==> config.mk <==
export PLATFORM = sky130hd
export DESIGN_NAME = sorted_set_descending_rank_unit
export DESIGN_NICKNAME = d
export VERILOG_FILES = /design/src/design/ssdr_pkg.sv /design/src/design/ssdr_core.sv /design/src/design/sorted_set_descending_rank_unit.sv
export SDC_FILE = /design/constraint.sdc
export NUM_CORES = 2
export LEC_CHECK = 0
export BUFFER_PORTS_ARGS = -buffer_cell sky130_fd_sc_hd__buf_2
export CAP_MARGIN = 5
export CORE_MARGIN = 2
export CORE_UTILIZATION = 40
export CTS_CLUSTER_SIZE = 40
export DETAILED_ROUTE_END_ITERATION = 7
export MAX_ROUTING_LAYER = met4
export PLACE_DENSITY = 0.62
export SYNTH_ARGS = -nofsm -noshare
export SYNTH_HDL_FRONTEND = slang
export SYNTH_SLANG_ARGS = --single-unit
export TNS_END_PERCENT = 1
==> constraint.sdc <==
create_clock -name clk -period 4.2 [get_ports clk]
set_input_delay 0.63 -clock clk [delete_from_list [all_inputs] [get_ports clk]]
set_output_delay 0.63 -clock clk [all_outputs]
set_load 0.02 [all_outputs]
==> src/design/ssdr_pkg.sv <==
// Shared types and constants for the descending-rank set block.
// Holds the command and status codes and the result record; depends on nothing.
package ssdr_pkg;

  localparam int STATUS_W = 3;
  localparam int RANK_W   = 7;

  localparam logic CMD_INSERT = 1'b0;
  localparam logic CMD_QUERY  = 1'b1;

  typedef enum logic [STATUS_W-1:0] {
    ST_INSERTED  = 3'd0,
    ST_DUPLICATE = 3'd1,
    ST_FULL      = 3'd2,
    ST_FOUND     = 3'd3,
    ST_NOT_FOUND = 3'd4
  } status_t;

  typedef struct packed {
    status_t             status;
    logic [RANK_W-1:0]   rank;
  } res_t;

endpackage

==> src/design/ssdr_core.sv <==
// Value table and scan engine for the descending-rank set block.
// Uses ssdr_pkg for codes and the result record.
module ssdr_core #(
  parameter int CAPACITY    = 64,
  parameter int VALUE_WIDTH = 32
) (
  input  logic                   clk,
  input  logic                   rst,
  input  logic                   start,
  input  logic                   cmd,
  input  logic [VALUE_WIDTH-1:0] key,
  output logic                   busy,
  output logic                   res_valid,
  input  logic                   res_take,
  output ssdr_pkg::res_t         res
);

  localparam int CW = $clog2(CAPACITY + 1);
  localparam int IW = (CAPACITY > 1) ? $clog2(CAPACITY) : 1;
  localparam logic [CW-1:0] CAP_C = CW'(CAPACITY);

  typedef enum logic [3:0] {
    S_IDLE   = 4'b0001,
    S_SCAN   = 4'b0010,
    S_FINISH = 4'b0100,
    S_DONE   = 4'b1000
  } state_t;

  state_t                 state;
  logic                   cmd_q;
  logic [VALUE_WIDTH-1:0] key_q;
  logic [CW-1:0]          issued;
  logic                   rd_pending;
  logic [CW-1:0]          ge;
  logic                   present;
  logic [CW-1:0]          entry_count;
  ssdr_pkg::res_t         res_q;

  logic [VALUE_WIDTH-1:0] mem [CAPACITY];
  logic [VALUE_WIDTH-1:0] rd_data;
  logic [IW-1:0]          rd_addr;
  logic                   issue;
  logic                   mem_we;
  logic [CW+ssdr_pkg::RANK_W-1:0] ge_ext;

  assign issue   = (state == S_SCAN) && (issued != entry_count);
  assign rd_addr = issued[IW-1:0];
  assign mem_we  = (state == S_FINISH) && (cmd_q == ssdr_pkg::CMD_INSERT) && !present &&
                   (entry_count != CAP_C);
  assign ge_ext  = {{ssdr_pkg::RANK_W{1'b0}}, ge};

  // Reads happen only while scanning and the single write only in the finish
  // state, so a read and a write never touch the table in the same cycle.
  always_ff @(posedge clk) begin
    if (issue) begin
      rd_data <= mem[rd_addr];
    end
    if (mem_we) begin
      mem[entry_count[IW-1:0]] <= key_q;
    end
  end

  always_ff @(posedge clk) begin
    if (rst) begin
      state       <= S_IDLE;
      entry_count <= '0;
      rd_pending  <= 1'b0;
    end else begin
      unique case (state)
        S_IDLE: begin
          if (start) begin
            cmd_q      <= cmd;
            key_q      <= key;
            issued     <= '0;
            ge         <= '0;
            present    <= 1'b0;
            rd_pending <= 1'b0;
            state      <= S_SCAN;
          end
        end
        S_SCAN: begin
          if (issue) begin
            issued <= issued + 1'b1;
          end
          rd_pending <= issue;
          if (rd_pending) begin
            if (rd_data == key_q) begin
              present <= 1'b1;
            end
            if ($signed(rd_data) >= $signed(key_q)) begin
              ge <= ge + 1'b1;
            end
          end
          // Leave once every entry was read and the last datum was counted.
          if (!issue && !rd_pending) begin
            state <= S_FINISH;
          end
        end
        S_FINISH: begin
          res_q.rank <= '0;
          if (cmd_q == ssdr_pkg::CMD_INSERT) begin
            if (present) begin
              res_q.status <= ssdr_pkg::ST_DUPLICATE;
            end else if (entry_count == CAP_C) begin
              res_q.status <= ssdr_pkg::ST_FULL;
            end else begin
              res_q.status <= ssdr_pkg::ST_INSERTED;
              entry_count  <= entry_count + 1'b1;
            end
          end else begin
            if (present) begin
              res_q.status <= ssdr_pkg::ST_FOUND;
              res_q.rank   <= ge_ext[ssdr_pkg::RANK_W-1:0];
            end else begin
              res_q.status <= ssdr_pkg::ST_NOT_FOUND;
            end
          end
          state <= S_DONE;
        end
        S_DONE: begin
          if (res_take) begin
            state <= S_IDLE;
          end
        end
        default: state <= S_IDLE;
      endcase
    end
  end

  assign busy      = (state != S_IDLE);
  assign res_valid = (state == S_DONE);
  assign res       = res_q;

endmodule

==> src/design/sorted_set_descending_rank_unit.sv <==
// Top level of the descending-rank set block: input handshake and output register.
// Depends on ssdr_pkg and ssdr_core.
//
// The block keeps a set of distinct signed values in a one-port table of
// CAPACITY entries. Each transfer on the input channel (in_valid, in_stall,
// command, value) is an insert (command 0) or a rank query (command 1), and
// each gives exactly one transfer on the output channel (out_valid, out_stall,
// status, rank). A query returns the count of stored values greater than or
// equal to the value, or not found.
// Every command reads all stored entries from the table, one per cycle, before
// its result is formed and the block can take the next input transfer.
// One item is worked on at a time; in_stall is high while it is in progress.
// The finished result moves into the output register, so the next item can be
// taken while a result still waits behind a stalled receiver; a second result
// waits in the engine until the output register frees up.
// Synchronous reset empties the set and drops any result in flight; no
// clearing pass is needed.
module sorted_set_descending_rank_unit #(
  parameter int CAPACITY    = 64,
  parameter int VALUE_WIDTH = 32
) (
  input  logic                          clk,
  input  logic                          rst,
  input  logic                          in_valid,
  output logic                          in_stall,
  input  logic                          command,
  input  logic [VALUE_WIDTH-1:0]        value,
  output logic                          out_valid,
  input  logic                          out_stall,
  output logic [ssdr_pkg::STATUS_W-1:0] status,
  output logic [ssdr_pkg::RANK_W-1:0]   rank
);

  logic           start;
  logic           busy;
  logic           res_valid;
  logic           res_take;
  ssdr_pkg::res_t res;

  assign in_stall = busy;
  assign start    = in_valid && !busy;
  assign res_take = res_valid && (!out_valid || !out_stall);

  ssdr_core #(
    .CAPACITY    (CAPACITY),
    .VALUE_WIDTH (VALUE_WIDTH)
  ) u_core (
    .clk       (clk),
    .rst       (rst),
    .start     (start),
    .cmd       (command),
    .key       (value),
    .busy      (busy),
    .res_valid (res_valid),
    .res_take  (res_take),
    .res       (res)
  );

  always_ff @(posedge clk) begin
    if (rst) begin
      out_valid <= 1'b0;
    end else if (res_take) begin
      out_valid <= 1'b1;
    end else if (!out_stall) begin
      out_valid <= 1'b0;
    end
  end

  always_ff @(posedge clk) begin
    if (res_take) begin
      status <= res.status;
      rank   <= res.rank;
    end
  end

  // An accepted item keeps the input side closed on the following cycle.
  assert property (@(posedge clk) disable iff (rst)
    in_valid && !in_stall |=> in_stall)
    else $error("input accepted while a command was still in progress");

  // Only a found query carries a rank.
  assert property (@(posedge clk) disable iff (rst)
    out_valid && (status != ssdr_pkg::ST_FOUND) |-> rank == '0)
    else $error("nonzero rank on a result that is not a found query");

  // A found value counts at least itself.
  assert property (@(posedge clk) disable iff (rst)
    out_valid && (status == ssdr_pkg::ST_FOUND) && (CAPACITY < 128) |-> rank != '0)
    else $error("found query reported a zero rank");

  // A result moves to the output register only when that register can take it.
  assert property (@(posedge clk) disable iff (rst)
    out_valid && out_stall |=> $stable(status) && $stable(rank))
    else $error("output register overwritten while the receiver stalled");

endmodule

==> impl_metrics.ini <==
[placed_design]
dpl.hpwl_um = 123000
place_congestion = 0.937
port_buffers = 48
dp_slack_ps = 775

[layout]
nFillCells = 17158
multi_input_area_um2 = 18100
seq_area_um2 = 64800
antenna-diode-count = 0
syn_to_final_growth_pct = 14.8
nets = 4121
drive_above_1_share = 0.288

[timing]
setup-tns-final_ps = 0
finalCritPeriodShare = 0.826
hold_viol_final = 0
setup_ws_ps = 731
rsz0062_at_grt = no
fin_crit_ps = 3470
clock.fmax_mhz = 288
setup_viol = 0
max_slew.worst_pin.slew_ps = 1140
clock_skew_ps = 72.3
relSlewSlack = 0.236
slew_violations = 0

[critical_path]
cp_max_fo = 17
worstSetupPathType = flip-flop to flip-flop
required_ps = 4750
cp-start-kind = flip-flop
crit_arrival_ps = 4020
reg2reg_from = u_core.state[2]
reg2regPathDepth = 6
reg2reg_to = u_core.mem[0][27]
rrSetupSlack_ps = 730
cp-end-kind = flip-flop

[clocking]
clock-root-buffer = clkbuf_16
cts.sinks = 2161
cts_tree = built
hold_buffers = 33
cts_max_level = 4
cts_setup_buffers = 0
path_clk_slew_ps = 60
clock_latency_ps = 870
cts_buffer_depth = 3
cts_buffers = 208
ctsResizeCount = 0

[logic_synthesis]
synth_simple_gate_area_frac = 0.0190
syn-num-nets = 3827
ys_seq_elements = 2161
ys_warn_count = 0
synthTopCellsByCount = edfxtp_1, mux4_2, nor2_1, clkbuf_1, mux2i_1
muxShareOfSynthArea = 0.164
synth_top_family_by_area = multiplexers
syn_area_um2 = 83500
synth_area_per_cell_um2 = 22.2
synth_top_area_share = 0.772
synth_compound_area_frac = 0.0205
synthCells = 3754
synth_edf_count = 2148
synth.most_common_cell = edfxtp_1
synthXorXnorAreaFrac = 0.00210
synth-seq-area-share = 0.776
synthArstFlopShare = 0
synth-adder-area-share = 0.00539
yosys_most_used_dff = edfxtp_1
yosysTopAreaCell = edfxtp_1
netlist-cell-type-count = 54
synth_area_leaders = edfxtp_1, mux4_2, mux2_2, mux2i_1, nor2_1

[job]
max_cap_viol_count = 0

[worst_hold_path]
hold_end = out_valid
hold_class = primary input to flip-flop
holdPathStages = 3
hp-start = out_stall

[pwr]
power_density_nw_per_um2 = 464
leakagePower_nw = 29.9
ir_worst_vdd_uv = 444
finalPower_w = 0.0445

[floorplanning]
io_pins = 49
core-area_um2 = 207000
start_util = 0.403
die-area_um2 = 212000
die_w_um = 461
num_rows = 167
die_h_um = 461

[detailed_routing]
vias = 40186
drt_iter0_drc = 5053
wire_per_inst_um = 30.7
drtPass1Iterations = 6
antenna_left = 0
via_per_inst = 5.73
finalWirelength_um = 215000
drcViolationCount = 0

[run_status]
outcome = finished, final reports clean

[global_route]
grt_overflow = 0
antenna_found_initial = 8
grt_pass1_wl_um = 304000
grtUsageTotal = 0.209
grt_pass1_vias = 39780
grt_max_degree = 78
==> where the power goes <==
part	total (W)	internal (W)	switching, W
logic	0.00217	0.000813	0.00136
registers	0.0238	0.0237	0.0000610
clock network	0.0185	0.0103	0.00818
total	0.0445	0.0349	0.00960
==> metal layers <==
layer	track usage	part of all wire	up-vias
met2	0.316	0.47	1719
met4	0.0789	0.039	0
met5	-	0	-
met1	0.286	0.41	21760
met3	0.0368	0.078	335
li1	-	-	16372
==> cells by family (layout without fill, tap and decap cells) <==
| group | Yosys count | count (layout) |
|---|---|---|
| and+or+nand+nor | 348 | 348 |
| buffers and inverters | 238 | 705 |
| muxes | 698 | 698 |
| AOI/OAI and AO/OA | 253 | 253 |
| xor gates and xnor gates | 20 | 20 |
| DFF | 2161 | 2161 |
| adders and majority gates | 36 | 36 |
==> registers in the layout (all words and copies together) (netlist names) <==
name	count
rank	7
u_core.mem	2048
out_valid	1
u_core.res	10
u_core.issued	7
u_core.rd_data	32
status	3
u_core.ge	7
u_core.cmd_q	1
u_core.key_q	32
u_core.present	1
u_core.entry_count	7
u_core.state	4
u_core.rd_pending	1
==> critical path, cell delays in order, from the launching register on <==
cell,delay (ps)
dfxtp_1,450
or4b_1,540
nor2_4,380
o31a_1,400
nand2b_1,410
nor2_4,650
buf_4,300
==> cell usage in the layout (no fill, tap or decap), types with 6 or more instances in the layout <==
cell | synthesis | layout
edfxtp_1 | 2148 | 2148
mux4_2 | 528 | 528
clkbuf_16 | 0 | 208
buf_4 | 15 | 159
nor2_1 | 197 | 132
mux2i_1 | 90 | 90
mux2_2 | 80 | 80
a21oi_1 | 69 | 69
nor2_4 | 1 | 66
clkinv_1 | 0 | 56
a211oi_1 | 48 | 48
buf_2 | 62 | 48
clkbuf_1 | 91 | 43
nand2_1 | 41 | 41
inv_1 | 41 | 41
buf_12 | 0 | 41
nor2b_1 | 38 | 36
ha_1 | 36 | 36
clkinv_2 | 0 | 34
dlygate4sd3_1 | 0 | 33
o21ai_0 | 31 | 31
o221ai_1 | 28 | 28
bufinv_16 | 0 | 19
nand3_1 | 17 | 17
a211o_1 | 15 | 15
o22ai_1 | 13 | 13
dfxtp_1 | 13 | 13
nand4_1 | 11 | 11
a22oi_1 | 11 | 11
clkinv_16 | 0 | 11
xnor2_1 | 10 | 10
xor2_1 | 10 | 10
o31ai_1 | 10 | 10
o2111ai_1 | 10 | 10
and3_1 | 9 | 9
or3_1 | 6 | 6
a21o_1 | 6 | 6
==> metrics by stage <==
step / util / area, um2 / instances / hold slack [ps]
floorplan: - / 83500 / 3754 / 400
global placement: 0.428 / 88800 / 6593 / 406
detailed placement: 0.428 / 88800 / 6593 / 409
CTS: 0.463 / 95900 / 7009 / 21.4
global route: 0.463 / 95900 / 7009 / 67.0
finish: 0.463 / 95900 / 7009 / 74.0
==> layout make-up <==
cell class / instances / share of cell area
well taps: 2788 / 0.0364
multi-input cells: 1355 / 0.189
inverters: 41 / 0.00161
flip-flops and latches: 2161 / 0.676
repair buffers: 281 / 0.0270
clock inverters: 132 / 0.0146
clock buffers: 251 / 0.0560
==> how the worst max path moves through the flow <==
stage | slack [ps] | to | start | cells past startpoint
5_1_grt | 630 | u_core.mem[0][13] | u_core.state[2] | 6
2_1_floorplan | 30 | u_core.mem[31][0] | u_core.state[2] | 5
3_3_place_gp | 780 | u_core.rd_data[2] | u_core.issued[0] | 8
6_report | 730 | u_core.mem[0][27] | u_core.state[2] | 6
4_1_cts | 730 | u_core.mem[0][13] | u_core.state[2] | 6
3_5_place_dp | 780 | u_core.mem[0][26] | u_core.state[2] | 6
No activity file was read; power rests on OpenSTA's default activity.
